--- src/design/ffv_pkg.sv ---
package ffv_pkg;

   localparam int POS_WIDTH_DEF = 24;

   // Magnitudes entering the root are kept below 2**31.
   localparam int RED_W   = 31;
   localparam int SHIFT_W = 2;
   localparam int SQ_W    = 64;
   localparam int ROOT_W  = 32;
   localparam int SPD_W   = 16;
   localparam int DIST_W  = 24;
   localparam int VEL_W   = 16;

   localparam logic [DIST_W-1:0] DIST_MAX = {DIST_W{1'b1}};
   localparam logic [VEL_W-1:0] VEL_POS_MAX = 16'h7FFF;
   localparam logic [VEL_W-1:0] VEL_NEG_MAX = 16'h8000;

   localparam int QUEUE_DEPTH = 4;

   localparam int CSR_IDX_W  = 3;
   localparam int CSR_DATA_W = 24;

   localparam logic [CSR_IDX_W-1:0] CSR_LEADER_SPEED   = 3'd0;
   localparam logic [CSR_IDX_W-1:0] CSR_MAX_SPEED      = 3'd1;
   localparam logic [CSR_IDX_W-1:0] CSR_NEAR_RADIUS    = 3'd2;
   localparam logic [CSR_IDX_W-1:0] CSR_CAPTURE_RADIUS = 3'd3;
   localparam logic [CSR_IDX_W-1:0] CSR_BACK_OFFSET    = 3'd4;
   localparam logic [CSR_IDX_W-1:0] CSR_SIDE_OFFSET    = 3'd5;

   localparam logic [SPD_W-1:0]  RST_LEADER_SPEED   = 16'd2048;
   localparam logic [SPD_W-1:0]  RST_MAX_SPEED      = 16'd6144;
   localparam logic [DIST_W-1:0] RST_NEAR_RADIUS    = 24'd1229;
   localparam logic [DIST_W-1:0] RST_CAPTURE_RADIUS = 24'd24576;
   localparam logic [DIST_W-1:0] RST_BACK_OFFSET    = 24'd4096;
   localparam logic [DIST_W-1:0] RST_SIDE_OFFSET    = 24'd7094;

   typedef struct packed {
      logic [SPD_W-1:0]  leader_speed;
      logic [SPD_W-1:0]  max_speed;
      logic [DIST_W-1:0] near_radius;
      logic [DIST_W-1:0] capture_radius;
      logic [DIST_W-1:0] back_offset;
      logic [DIST_W-1:0] side_offset;
   } cfg_type;

   // Classified vector from the follower to its slot.
   typedef struct packed {
      logic [RED_W-1:0]   ax;
      logic [RED_W-1:0]   ay;
      logic               xneg;
      logic               yneg;
      logic [SHIFT_W-1:0] shift;
   } vec_type;

endpackage

--- src/design/ffv_front.sv ---
module ffv_front #(
   parameter int POS_WIDTH = ffv_pkg::POS_WIDTH_DEF
) (
   input  logic                        clock,
   input  logic                        reset,
   input  ffv_pkg::cfg_type            cfg,
   input  logic                        req_valid,
   output logic                        req_stall,
   input  logic signed [POS_WIDTH-1:0] leader_x,
   input  logic signed [POS_WIDTH-1:0] leader_y,
   input  logic signed [POS_WIDTH-1:0] follower_x,
   input  logic signed [POS_WIDTH-1:0] follower_y,
   input  logic                        side,
   input  logic                        q_full,
   output logic                        push,
   output ffv_pkg::vec_type            push_data
);

   localparam int OFS_W = ffv_pkg::DIST_W + 1;
   localparam int DW = ((POS_WIDTH > OFS_W) ? POS_WIDTH : OFS_W) + 2;
   localparam int SMAX = (DW > ffv_pkg::RED_W + 1) ? DW - ffv_pkg::RED_W - 1 : 0;

   logic f_en;
   logic f1_vld_ff, f2_vld_ff;
   logic signed [DW-1:0] dx_ff, dy_ff, dx_in, dy_in;
   logic signed [DW-1:0] bo_e, so_e;
   logic [DW-1:0] ax_w, ay_w;
   ffv_pkg::vec_type vec_in, vec_ff;

   assign f_en = !f2_vld_ff || !q_full;
   assign req_stall = !f_en;
   assign push = f2_vld_ff && !q_full;
   assign push_data = vec_ff;

   assign bo_e = DW'($signed({1'b0, cfg.back_offset}));
   assign so_e = DW'($signed({1'b0, cfg.side_offset}));
   assign dx_in = DW'(leader_x) - bo_e - DW'(follower_x);
   assign dy_in = side ? (DW'(leader_y) - so_e - DW'(follower_y))
                       : (DW'(leader_y) + so_e - DW'(follower_y));

   assign ax_w = dx_ff[DW-1] ? DW'(-dx_ff) : DW'(dx_ff);
   assign ay_w = dy_ff[DW-1] ? DW'(-dy_ff) : DW'(dy_ff);

   // Both magnitudes are halved together until each fits the root unit.
   always_comb begin
      vec_in.shift = '0;
      for (int k = SMAX; k >= 0; k--) begin
         if (((ax_w >> k) >> ffv_pkg::RED_W) == '0 && ((ay_w >> k) >> ffv_pkg::RED_W) == '0) begin
            vec_in.shift = ffv_pkg::SHIFT_W'(k);
         end
      end
      vec_in.ax = ffv_pkg::RED_W'(ax_w >> vec_in.shift);
      vec_in.ay = ffv_pkg::RED_W'(ay_w >> vec_in.shift);
      vec_in.xneg = dx_ff[DW-1];
      vec_in.yneg = dy_ff[DW-1];
   end

   always_ff @(posedge clock) begin
      if (reset) begin
         f1_vld_ff <= 1'b0;
         f2_vld_ff <= 1'b0;
      end else if (f_en) begin
         f1_vld_ff <= req_valid;
         f2_vld_ff <= f1_vld_ff;
      end
   end

   always_ff @(posedge clock) begin
      if (f_en) begin
         dx_ff <= dx_in;
         dy_ff <= dy_in;
         vec_ff <= vec_in;
      end
   end

endmodule

--- config.mk ---
export PLATFORM = sky130hd
export DESIGN_NAME = ffv_front
export DESIGN_NICKNAME = d
export VERILOG_FILES = /design/src/design/ffv_pkg.sv /design/src/design/ffv_front.sv
export SDC_FILE = /design/constraint.sdc
export NUM_CORES = 1
export LEC_CHECK = 0
export ABC_CLOCK_PERIOD_IN_PS = 8000
export BUFFER_PORTS_ARGS = -buffer_cell sky130_fd_sc_hd__buf_2
export CORE_ASPECT_RATIO = 0.5
export CORE_MARGIN = 10
export CORE_UTILIZATION = 50
export CTS_CLUSTER_SIZE = 8
export DETAILED_ROUTE_END_ITERATION = 10
export PLACE_DENSITY_LB_ADDON = 0.25
export SETUP_SLACK_MARGIN = 0.2
export SLEW_MARGIN = 0
export SYNTH_ARGS = -nofsm -noshare
export SYNTH_HDL_FRONTEND = slang
export SYNTH_SLANG_ARGS = --single-unit
export TNS_END_PERCENT = 100
--- constraint.sdc ---
create_clock -name clock -period 8 [get_ports clock]
set_clock_uncertainty 0.2 [all_clocks]
set_input_delay 2.4 -clock clock [delete_from_list [all_inputs] [get_ports clock]]
set_output_delay 2.4 -clock clock [all_outputs]
set_load 0.05 [all_outputs]
==> results.py <==
metrics = {
    "setup_path": {
        "rr_startpoint": "dy_ff[0]$_DFFE_PN_",
        "required_ns": 7.85,
        "start_kind": "input port",
        "regToRegEndpoint": "push_data[28]$_DFFE_PN_",
        "crit_path_max_fanout": 4,
        "crit_slowest_cell": "a2111oi_0",
        "cp_cell_sequence": "buf_2, inv_1, fa_1, inv_1, ha_1, nor2b_1, o31a_1, o41a_1, a41o_1, a21oi_1, a2111oi_0, a2111oi_0, a21oi_1",
        "cp_num_buf_inv": 3,
        "rrSetupSlack_ns": 4.83,
        "path_class": "in -> reg",
        "cpPeakStageDelay_ns": 0.64,
        "end_kind": "flop",
        "cp.arrival_ns": 5.93,
        "crit_family": "compound AO/OA/AOI/OAI gates",
        "rr_worst_depth": 8,
        "cp_num_cells": 13,
    },
    "yosys": {
        "ys_seq_area_share_pct": 30.7,
        "syn-instance-count": 1133,
        "synth_top_area_share_pct": 30.4,
        "synth_area_um2": 10900,
        "synthTopCellsByArea": "edfxtp_1 30%, fa_1 13%, ha_1 10%, xnor2_1 6.9%, inv_1 6.6%",
        "yosysTopAreaCell": "edfxtp_1",
        "synth_cell_type_count": 69,
        "synth_seq_cells": 112,
        "yosysWarnings": 0,
        "avgSynthCellArea_um2": 9.60,
        "ys.flop_type": "edfxtp_1",
        "async_flop_share_pct": 0,
        "synth_edf_count": 110,
    },
    "route": {
        "dr.pass1.iters": 5,
        "drc": 0,
        "vias": 8470,
        "ant_nets": 0,
        "drt-initial-drc-count": 470,
        "wire_per_inst_um": 16.0,
        "wl_mm": 26.1,
        "vias_per_cell": 5.20,
    },
    "min_path": {
        "min_from": "f1_vld_ff$_SDFFE_PP0N_",
        "min_to": "f1_vld_ff$_SDFFE_PP0N_",
        "hold_path.class": "reg -> reg",
        "worstHoldPathCells": 2,
    },
    "placed_design": {
        "io_buffers": 206,
        "dp_cells": 1614,
        "gp_congestion": 0.905,
        "dp_hpwl_mm": 21.9,
    },
    "power": {
        "ir_drop_mv": 0.200,
        "p_clk_share_pct": 14.1,
        "p_seq_share_pct": 33.2,
        "switchingPower_w": 0.00158,
        "pwr-share-comb_pct": 52.7,
        "leakage_nw": 5.90,
        "intPower_w": 0.00189,
        "power_per_cell_area_nw_per_um2": 278,
        "sw_frac_of_total_pct": 45.5,
    },
    "floorplan": {
        "die_area_um2": 28400,
        "core.rowCount": 38,
        "core_um2": 21500,
        "die_width_um": 229,
        "die_y_um": 124,
        "initial_utilization_pct": 50.5,
        "io_pins": 297,
    },
    "global_routing": {
        "antenna_found_initial": 0,
        "grtUsageTotal_pct": 17.9,
        "grt_max_degree": 58,
        "grt_overflow": 0,
        "grt_pass1_vias": 8755,
        "grt_pass1_wl_mm": 42.7,
    },
    "timing": {
        "fmax_mhz": 164,
        "tightest_slew_ns": 0.872,
        "finalCritPeriodShare_pct": 76.0,
        "slew-limit-headroom_pct": 41.9,
        "fin_crit_ns": 6.08,
        "setup_viol_count_final": 0,
        "whs_ns": 0.251,
        "final_max_slew_viol_count": 0,
        "hold_viol_final": 0,
        "finalSetupTns_ns": 0,
        "rsz0062_at_grt": "false",
    },
    "finish": {
        "drive_gt1_share_pct": 17.8,
        "area_growth_pct": 14.8,
        "layout.nets": 1713,
        "n_antenna_cell": 0,
        "final_cells": 1630,
    },
    "clocking": {
        "cts_resized": 0,
        "cts_tree": "built",
        "root_buffer": "clkbuf_16",
        "post-cts-setup-buffer-count": 0,
        "htreeDepth": 3,
        "clock_path_buffers": 2,
        "clk_pin_slew_ns": 0.07,
        "ctsHoldBuffers": 0,
        "clock_latency_ns": 0.35,
        "cts-buffers-inserted": 9,
        "clock-sinks": 112,
    },
    "run_status": {
        "status": "finished, final reports clean",
    },
    "job": {
        "maxCapViolCount": 0,
    },
}
==> worst max path at each step <==
stage | startpoint | end | slack [ns]
5_1_grt | cfg[2] | dy_ff[22]$_DFFE_PN_ | 1.69
2_1_floorplan | q_full | req_stall | 0.97
3_3_place_gp | cfg[2] | dy_ff[22]$_DFFE_PN_ | 1.51
6_report | cfg[2] | dy_ff[22]$_DFFE_PN_ | 1.92
3_5_place_dp | cfg[2] | dy_ff[22]$_DFFE_PN_ | 1.57
4_1_cts | q_full | req_stall | 1.92
==> power groups by stage <==
stage / Clock [W] / Combinational (W) / Sequential [W]
6_report: 0.000489 / 0.00183 / 0.00115
5_1_grt: 0.000518 / 0.00198 / 0.00119
4_1_cts: 0.000497 / 0.00183 / 0.00116
3_5_place_dp: 0 / 0.00183 / 0.00117
3_3_place_gp: 0 / 0.00181 / 0.00116
2_1_floorplan: 0 / 0.000912 / 0.00162
==> layout make-up <==
cell class	count	area, um^2
Timing Repair Buffer	207	1040
Clock inverter	7	98.8
Tap cell	300	375
Fill cell	1896	9050
Multi-Input combinational cell	804	6690
Clock buffer	9	225
Sequential cell	112	3340
Inverter	191	717
==> flip-flops by register name, summed over array words and instances (netlist names) <==
name / count
dx_ff: 27
dy_ff: 27
f1_vld_ff: 1
f2_vld_ff: 1
push_data: 56
==> synth_stat cells, types with 6 or more instances <==
library cell    n
or4_1          13
buf_4          10
nor2b_1         8
ha_1           87
clkbuf_1       24
o41ai_1         7
fa_1           72
nand2b_1       13
xnor2_1        86
o211ai_1        8
o21ai_0        68
a21oi_1        77
nand4_1         8
a21o_1         37
nor2_1         58
nand2_1        58
xor2_1         23
and3_1          6
edfxtp_1      110
o21a_1         11
a31oi_1         8
o31ai_1        16
and2_1          7
or3_1           7
a211oi_1       12
o21bai_1        9
inv_1         191
nand3_1        17
==> worst min-delay path, stage by stage, from the launching register on <==
cell and delay (ns):
dfxtp_1 0.31, nand2_1 0.05, a21oi_1 0.05
==> through the flow <==
step / instance area, um^2 / utilization (%) / total power (W) / worst slack [ns]
after floorplan: 10900 / - / 0.00253 / 0.965
after global placement: 12200 / 56.5 / 0.00296 / 1.51
after detailed placement: 12200 / 56.5 / 0.00299 / 1.57
after CTS: 12500 / 58.0 / 0.00349 / 1.92
after global routing: 12500 / 58.0 / 0.00369 / 1.69
final: 12500 / 58.0 / 0.00347 / 1.92
==> metal layers <==
metal  part of all wire (%)  wire (um)  GRT usage, %  vias up
li1                       -          -             -     4275
met1                     44      11400          21.9     4008
met2                     51      13300          32.6      155
met3                    3.1        818          2.27       32
met4                    2.0        520          4.75        0
met5                      0          0             0        -
==> placed cells by master (no fill, tap or decap), drive strengths merged, types with 3 or more instances in the layout <==
cell type	n
buf	207
inv	195
edfxtp	110
ha	87
xnor2	86
a21oi	77
fa	72
o21ai	69
nor2	58
nand2	58
a21o	37
xor2	23
nand3	17
o31ai	17
or4	15
nand2b	13
a211oi	12
o21a	11
conb	10
or3	10
o21bai	9
clkbuf	9
o211ai	8
nand4	8
nor2b	8
a31oi	8
o41ai	8
and2	7
and3	6
and4	5
mux2i	5
a21boi	4
nor3b	4
nor4b	4
a31o	3
a221oi	3
o22ai	3
nor4	3
nand3b	3
nor3	3
==> cells by family after synthesis <==
logic type / after synthesis / synth area share, %
compound gates: 292 / 17.5
simple gates: 229 / 11.1
buf+inv: 226 / 8.14
fa+ha+maj: 159 / 23.3
flops: 112 / 30.7
xor+xnor: 109 / 8.78
mux: 5 / 0.460
other cells: 1 / 0.0345
(Power assumes the default switching activity.)
