`config.mk`:
```
export PLATFORM = sky130hd
export DESIGN_NAME = ffv_queue
export DESIGN_NICKNAME = d
export VERILOG_FILES = /design/src/design/ffv_pkg.sv /design/src/design/ffv_queue.sv
export SDC_FILE = /design/constraint.sdc
export NUM_CORES = 1
export LEC_CHECK = 0
export ABC_AREA = 0
export BUFFER_PORTS_ARGS = -buffer_cell sky130_fd_sc_hd__buf_4
export CAP_MARGIN = 20
export CORE_MARGIN = 8
export CORE_UTILIZATION = 59
export CTS_BUF_LIST = sky130_fd_sc_hd__clkbuf_8
export DETAILED_ROUTE_END_ITERATION = 12
export PLACE_DENSITY = 0.82
export SLEW_MARGIN = 20
export SYNTH_ARGS = -nofsm -noshare
export SYNTH_HDL_FRONTEND = slang
export SYNTH_SLANG_ARGS = --single-unit
export TNS_END_PERCENT = 100
```
`constraint.sdc`:
```
create_clock -name clock -period 3.3 [get_ports clock]
set_input_delay 0.165 -clock clock [delete_from_list [all_inputs] [get_ports clock]]
set_output_delay 0.165 -clock clock [all_outputs]
set_load 0.01 [all_outputs]
```
`src/design/ffv_pkg.sv`:
```
package ffv_pkg;

   localparam int POS_WIDTH_DEF = 24;

   // Magnitudes entering the root are kept below 2**31.
   localparam int RED_W   = 31;
   localparam int SHIFT_W = 2;
   localparam int SQ_W    = 64;
   localparam int ROOT_W  = 32;
   localparam int SPD_W   = 16;
   localparam int DIST_W  = 24;
   localparam int VEL_W   = 16;

   localparam logic [DIST_W-1:0] DIST_MAX = {DIST_W{1'b1}};
   localparam logic [VEL_W-1:0] VEL_POS_MAX = 16'h7FFF;
   localparam logic [VEL_W-1:0] VEL_NEG_MAX = 16'h8000;

   localparam int QUEUE_DEPTH = 4;

   localparam int CSR_IDX_W  = 3;
   localparam int CSR_DATA_W = 24;

   localparam logic [CSR_IDX_W-1:0] CSR_LEADER_SPEED   = 3'd0;
   localparam logic [CSR_IDX_W-1:0] CSR_MAX_SPEED      = 3'd1;
   localparam logic [CSR_IDX_W-1:0] CSR_NEAR_RADIUS    = 3'd2;
   localparam logic [CSR_IDX_W-1:0] CSR_CAPTURE_RADIUS = 3'd3;
   localparam logic [CSR_IDX_W-1:0] CSR_BACK_OFFSET    = 3'd4;
   localparam logic [CSR_IDX_W-1:0] CSR_SIDE_OFFSET    = 3'd5;

   localparam logic [SPD_W-1:0]  RST_LEADER_SPEED   = 16'd2048;
   localparam logic [SPD_W-1:0]  RST_MAX_SPEED      = 16'd6144;
   localparam logic [DIST_W-1:0] RST_NEAR_RADIUS    = 24'd1229;
   localparam logic [DIST_W-1:0] RST_CAPTURE_RADIUS = 24'd24576;
   localparam logic [DIST_W-1:0] RST_BACK_OFFSET    = 24'd4096;
   localparam logic [DIST_W-1:0] RST_SIDE_OFFSET    = 24'd7094;

   typedef struct packed {
      logic [SPD_W-1:0]  leader_speed;
      logic [SPD_W-1:0]  max_speed;
      logic [DIST_W-1:0] near_radius;
      logic [DIST_W-1:0] capture_radius;
      logic [DIST_W-1:0] back_offset;
      logic [DIST_W-1:0] side_offset;
   } cfg_type;

   // Classified vector from the follower to its slot.
   typedef struct packed {
      logic [RED_W-1:0]   ax;
      logic [RED_W-1:0]   ay;
      logic               xneg;
      logic               yneg;
      logic [SHIFT_W-1:0] shift;
   } vec_type;

endpackage

```
`src/design/ffv_queue.sv`:
```
module ffv_queue (
   input  logic             clock,
   input  logic             reset,
   input  logic             push,
   input  ffv_pkg::vec_type push_data,
   output logic             full,
   input  logic             pop,
   output logic             not_empty,
   output ffv_pkg::vec_type pop_data
);

   localparam int PTR_W = $clog2(ffv_pkg::QUEUE_DEPTH);

   ffv_pkg::vec_type mem_ff [ffv_pkg::QUEUE_DEPTH];
   logic [PTR_W-1:0] wr_ptr_ff, rd_ptr_ff;
   logic [PTR_W:0] count_ff, count_in;

   assign full = (count_ff == (PTR_W+1)'(ffv_pkg::QUEUE_DEPTH));
   assign not_empty = (count_ff != '0);
   assign pop_data = mem_ff[rd_ptr_ff];

   always_comb begin
      count_in = count_ff;
      if (push && !pop) begin
         count_in = count_ff + 1'b1;
      end else if (pop && !push) begin
         count_in = count_ff - 1'b1;
      end
   end

   always_ff @(posedge clock) begin
      if (reset) begin
         wr_ptr_ff <= '0;
         rd_ptr_ff <= '0;
         count_ff <= '0;
      end else begin
         count_ff <= count_in;
         if (push) begin
            wr_ptr_ff <= wr_ptr_ff + 1'b1;
         end
         if (pop) begin
            rd_ptr_ff <= rd_ptr_ff + 1'b1;
         end
      end
   end

   always_ff @(posedge clock) begin
      if (push) begin
         mem_ff[wr_ptr_ff] <= push_data;
      end
   end

endmodule

```
==> run_results.csv, run 1 <==
group,metric,value,unit
setup_path,endpoint_kind,"primary output",
grt,gr-usage-all-layers,0.177,
final_layout,area_delta_synth_final,26.7,%
timing,clock_skew,0.0156,ns
routing,drt_iter0_drc,282,
status,status,"finished clean",
setup_path,cp_max_fo,29,
timing,max_clock_freq,397,MHz
timing,finalCritPeriodShare,0.762,
logic_synthesis,ys_warn_count,0,
pwr,netSwitchingFraction,0.221,
placement,place_area,11200,um2
routing,vias,4809,
routing,drtPass1Iterations,4,
placement,portBuffers,137,
floorplanning,core,16500,um2
final_layout,stdcell_area,12600,um2
pwr,peakVddDrop,0.000415,V
placement,gp_congestion,0.699,
clocking,clk_path_buf_depth,3,
setup_path,critical_path_required,3.13,ns
logic_synthesis,netlist_area,9950,um2
setup_path,crit_family,"flip-flops",
grt,grt_pass1_vias,5341,
final_layout,drive_gt1_frac,0.393,
setup_path,start_kind,"flip-flop",
run,drv_cap,0,
logic_synthesis,synth_nets,464,
placement,hpwl,10600,um
floorplanning,num_rows,47,
setup_path,cp_common_cell,"buf_4",
final_layout,instances_no_fill,872,
pwr,p_int,5700,uW
grt,grt.overflow.total,0,
floorplanning,die_x,146,um
clocking,clk_pin_slew,0.06,ns
clocking,clk_latency,0.53,ns
timing,tightest_slew,1.03,ns
pwr,finalPower,7310,uW
pwr,clockPowerShare,0.327,
pwr,power.leakage,0.00438,uW
routing,wl_per_cell,21.4,um
clocking,cts_made_buffers,42,
hold_path,hold_class,"input port to flip-flop",
routing,ant_nets,0,
setup_path,slowest_delay,0.75,ns
placement,dp_cells,732,
clocking,cts_sinks,273,
timing,period_minus_slack,2.52,ns
routing,via_per_inst,5.51,
clocking,post_cts_buffers,0,
timing,hold_slack,0.376,ns
final_layout,nNetsFinal,702,
grt,grt_max_degree,67,
timing,hold_viol_final,0,
logic_synthesis,synth_cell_type_count,20,
floorplanning,dieArea,21300,um2
floorplanning,ios,138,
logic_synthesis,ys_seq_elements,273,
clocking,tritoncts,"done",
setup_path,path_cells,"buf_4 > mux4_2 > buf_4",
timing,rsz0062_at_grt,"no",
pwr,switchingPower,1610,uW
grt,grt_pass1_wl,29200,um
setup_path,crit_buf_inv,2,
setup_path,arrival,2.35,ns
logic_synthesis,synth_area_per_cell,25.6,um2
logic_synthesis,postSynthCellCount,388,
floorplanning,die_h,146,um
routing,finalWirelength,18700,um
timing,slew_violations,0,
pwr,power_density,580,nW/um2
clocking,cts_resized,0,
routing,drc_errors,0,
timing,setup_viol,0,
grt,grt_antenna_before_repair,2,
clocking,cts_max_level,2,
clocking,root_buffer,"clkbuf_8",
timing,maxSlewHeadroom,0.310,
logic_synthesis,synth_seq_area_share,0.815,
floorplanning,start_util,0.602,
setup_path,cp_slowest_cell,"dfxtp_4",
pwr,comb_power_share,0.116,
pwr,p_seq_frac,0.558,
timing,setup_tns,0,ns
setup_path,critical_path_class,"flip-flop to primary output",
[worst register-to-register path, cell delays in order, from the launching register on]
cell and delay (ns):
dfxtp_1 0.35, inv_1 0.09, ha_1 0.15, and2_4 0.79
[final timing paths]
kind / slack (ns) / end / from / cells after the start
max: 0.78 / pop_data[18] / flip-flop / 3
min: 0.38 / mem_ff[1][13] / push_data[13] / 2
min reg2reg: 0.52 / count_ff[2] / count_ff[2] / 2
max reg2reg: 1.45 / mem_ff[0][7] / wr_ptr_ff[0] / 3
[flip-flops by register name (all words and copies together) (netlist names), named ones only]
name,count
rd_ptr_ff,2
count_ff,3
wr_ptr_ff,2
mem_ff,264
[stage by stage]
| step | setup slack [ns] | utilization |
|---|---|---|
| finish | 0.784 | 0.763 |
| global route | 0.604 | 0.763 |
| CTS | 0.677 | 0.762 |
| detailed placement | 1.26 | 0.677 |
| global placement | 1.26 | 0.677 |
| floorplan | 0.777 | - |
[logic make-up after synthesis]
logic type                 synth area share
AOI/OAI and AO/OA                   0.00101
xor gates and xnor gates            0.00440
adders and majority gates           0.00830
buffers and inverters                0.0123
DFF                                   0.815
muxes                                 0.151
and+or+nand+nor                     0.00755
[synthesized netlist by cell type]
library cell,instances,area (um2)
nand2_1,1,3.75
xor2_1,3,26.3
a21oi_1,1,5.00
nor3b_1,1,7.51
xnor2_1,2,17.5
mux4_2,66,1490
fa_1,1,20.0
inv_1,4,15.0
buf_2,5,25.0
buf_6,5,56.3
edfxtp_1,264,7930
mux2i_1,2,20.0
dfxtp_1,9,180
buf_4,2,15.0
o21ai_0,1,5.00
nor2_1,7,26.3
ha_1,5,62.6
and2_1,4,25.0
clkbuf_1,3,11.3
or3_1,2,12.5
[area by class of cell]
cell class / instances / area, um2
antenna: 1 / 2.50
clock buffer: 45 / 619
clock inverter: 24 / 90.1
fill: 863 / 3920
inverter: 4 / 15.0
multi-input combinational: 96 / 1730
sequential: 273 / 8120
tap: 220 / 275
timing repair buffer: 209 / 1760
[power groups by stage]
stage               Sequential, uW  Combinational [uW]  Clock, uW
global route                  4100                 908       2570
global placement              4140                 773          0
finish                        4080                 846       2390
CTS                           4080                 861       2440
floorplan                     4090                 447          0
detailed placement            4150                 788          0
[per-layer routing]
layer / vias up / GRT usage / routed length [um]
met5: - / 0 / 13
met4: 2 / 0.0698 / 385
met3: 36 / 0.0494 / 1260
met2: 175 / 0.287 / 9220
met1: 2468 / 0.224 / 7790
li1: 2128 / - / -
[cell usage in the layout, fill, tap and decap left out]
master and count:
a21oi_1 1, and2_4 4, buf_12 1, buf_4 138, clkbuf_8 45, clkinv_1 9
dfxtp_1 7, dfxtp_4 2, diode_2 1, dlygate4sd3_1 70, edfxtp_1 264, fa_1 1
ha_1 5, inv_1 19, mux2i_1 2, mux4_2 66, nand2_1 1, nor2_1 7
nor3b_1 1, o21ai_0 1, or3_1 2, xnor2_1 2, xor2_1 3
[what timing repair did]
| item | in CTS | in global routing |
|---|---|---|
| hold endpoints to repair | 273 | 0 |
| hold buffers | 70 | 0 |
| endpoints found under the setup margin | 0 | 0 |
Note: power is estimated with default switching activity, not from simulation.
==> run 2, diff against run 1 <==
ABC_AREA = 1   (was 0)
CORE_UTILIZATION = 54   (was 59)
PLACE_DENSITY = 0.78   (was 0.82)
clock period = 2.1 ns   (was 3.3 ns; I/O delays follow)
==> run 2 against run 1 <==
- synthesized cell count grew 80%
- register-to-register slack got worse by 1.1 ns
- worst setup slack got worse by 0.70 ns
- worst hold slack got worse by 0.11 ns
- die area increased by 17%
- sequential share of layout area down 5.5 points
- clock power up 81%
- cell count increased by 41%
- highest routed layer is now met4
==> run_results.csv, run 2 <==
group,metric,value,unit
status,status,"finished clean",
run,drv_cap,0,
pwr,switchingPower,2870,uW
pwr,power_density,882,nW/um2
setup_path,start_kind,"flip-flop",
setup_path,endpoint_kind,"primary output",
floorplanning,die_h,158,um
grt,grt.overflow.total,0,
timing,hold_viol_final,0,
pwr,clockPowerShare,0.356,
floorplanning,start_util,0.542,
logic_synthesis,synth_edf_count,264,
setup_path,slowest_delay,0.37,ns
clocking,clk_path_buf_depth,3,
final_layout,nNetsFinal,1004,
timing,tightest_slew,0.491,ns
timing,finalCritPeriodShare,0.959,
logic_synthesis,synth.most_common_cell,"edfxtp_1",
final_layout,stdcell_area,13800,um2
timing,period_minus_slack,2.01,ns
placement,place_area,12200,um2
placement,gp_congestion,0.713,
grt,grt_pass1_vias,6725,
final_layout,layout_commonest_cell,"edfxtp_1",
final_layout,layout_common_cells,"264 x edfxtp_1, 143 x buf_4, 123 x o21ai_0",
final_layout,instances_no_fill,1231,
pwr,peakVddDrop,0.000687,V
timing,maxSlewHeadroom,0.672,
logic_synthesis,postSynthCellCount,697,
routing,via_per_inst,5.33,
final_layout,area_delta_synth_final,27.3,%
logic_synthesis,synth_seq_area_share,0.749,
routing,finalWirelength,23000,um
pwr,p_int,9280,uW
final_layout,utilization,0.690,
routing,wl_per_cell,18.7,um
final_layout,reg_top3,"mem_ff: 264 flops, count_ff: 3 flops",
grt,grt_pass1_wl,35500,um
setup_path,arrival,1.91,ns
floorplanning,core,20000,um2
placement,hpwl,13600,um
timing,clock_skew,0.00822,ns
routing,ant_nets,0,
placement,dp_cells,1083,
setup_path,critical_path_required,2.00,ns
pwr,netSwitchingFraction,0.237,
pwr,comb_power_share,0.126,
timing,slew_violations,0,
timing,hold_slack,0.271,ns
routing,drc_errors,0,
final_layout,largest_register_ffs,264,
setup_path,cp_max_fo,28,
clocking,cts_made_buffers,44,
setup_path,cp_common_cell,"buf_4",
logic_synthesis,yosysTopAreaCell,"edfxtp_1",
logic_synthesis,synth_common_cells,"264 x edfxtp_1, 123 x o21ai_0, 93 x nor2_1",
final_layout,regMostFlops,"mem_ff",
clocking,cts_max_level,2,
grt,grt_max_degree,81,
clocking,clk_latency,0.53,ns
timing,max_clock_freq,496,MHz
logic_synthesis,ys_seq_elements,273,
timing,setup_viol,0,
routing,drtPass1Iterations,5,
setup_path,path_cells,"inv_8 > buf_4 > o21ai_0 > o22ai_1 > buf_4",
floorplanning,dieArea,24800,um2
grt,grt_antenna_before_repair,1,
logic_synthesis,ys_warn_count,0,
logic_synthesis,netlist_area,10800,um2
floorplanning,ios,138,
logic_synthesis,synthArstFlopShare,0,
final_layout,n_fill_cell,1324,
routing,drt_iter0_drc,419,
pwr,power.leakage,0.00487,uW
logic_synthesis,synth.area.top_cells,"edfxtp_1 73%, o21ai_0 5.7%, o22ai_2 4.6%, nor2_4 4.2%, nor2_1 3.2%",
timing,setup_tns,0,ns
clocking,cts_sinks,273,
grt,gr-usage-all-layers,0.185,
clocking,clk_pin_slew,0.06,ns
final_layout,drive_gt1_frac,0.324,
logic_synthesis,netlist.area_leader.share,0.732,
hold_path,hold_class,"input port to flip-flop",
clocking,root_buffer,"clkbuf_8",
floorplanning,die_x,158,um
logic_synthesis,synth_area_per_cell,15.5,um2
pwr,p_seq_frac,0.518,
clocking,tritoncts,"done",
logic_synthesis,synth_ff_type,"edfxtp_1",
setup_path,critical_path_class,"flip-flop to primary output",
floorplanning,num_rows,52,
logic_synthesis,synth_cell_type_count,26,
placement,portBuffers,137,
routing,vias,6566,
logic_synthesis,synth_nets,773,
setup_path,cp_slowest_cell,"dfxtp_4",
[run 2: what timing repair did]
action | in CTS | in global routing
setup buffers | 0 | 0
endpoints found under the setup margin | 7 | 7
gates resized for setup | 4 | 2
pin swaps | 0 | 0
hold endpoints to repair | 273 | 0
hold buffers | 69 | 0
[run 2: kinds of logic (layout without fill, tap and decap cells)]
group | Yosys count | after routing | share of synthesized area
adders and majority gates | 6 | 6 | 0.00763
and+or+nand+nor | 152 | 152 | 0.0823
xor gates and xnor gates | 1 | 1 | 0.000809
other | 0 | 1 | 0
DFF | 273 | 273 | 0.749
AOI/OAI and AO/OA | 206 | 206 | 0.127
buffers and inverters | 59 | 322 | 0.0333
[run 2: area by class of cell]
type,instances,area (um2),share of cell area
antenna,1,2.50,0.000182
timing repair buffer,227,2040,0.148
multi-input combinational,365,2360,0.171
inverter,17,87.6,0.00635
sequential,273,8110,0.588
clock buffer,45,619,0.0449
tap,270,338,0.0245
clock inverter,33,224,0.0162
[run 2: stage by stage]
| step | setup WS [ns] | power (uW) |
|---|---|---|
| 6_report | 0.0851 | 12200 |
| 5_1_grt | -0.00215 | 12600 |
| 3_5_place_dp | 0.311 | 7830 |
| 2_1_floorplan | 0.0644 | 7160 |
| 3_3_place_gp | 0.342 | 7790 |
| 4_1_cts | 0.0548 | 12300 |
[run 2: power by group through the flow]
stage	Clock, uW	Combinational [uW]	Sequential (uW)
floorplan	0	760	6400
global placement	0	1400	6390
detailed placement	0	1430	6400
CTS	4430	1540	6290
global route	4680	1650	6310
finish	4330	1530	6290
[run 2: per-layer routing]
layer  GRT usage  vias to the layer above  routed length (um)  part of all wire
met5           0                        -                   0                 0
met1       0.231                     3213                9460              0.41
met4      0.0716                        0                 573             0.025
li1            -                     3082                   -                 -
met3      0.0429                       44                1460             0.063
met2       0.311                      227               11500              0.50
[run 2: worst paths after layout]
| kind | start | endpoint | slack [ns] | cells after the start |
|---|---|---|---|---|
| max | flip-flop | pop_data[64] | 0.09 | 5 |
| min | reset | count_ff[0] | 0.27 | 3 |
| max reg2reg | wr_ptr_ff[0] | mem_ff[0][26] | 0.33 | 5 |
| min reg2reg | rd_ptr_ff[1] | flip-flop | 0.44 | 1 |
[run 2: critical path: cells and delay by family (launching register included)]
family,cells,cell delay [ns]
buf+inv,3,0.64
compound gates,2,0.36
flops,1,0.37
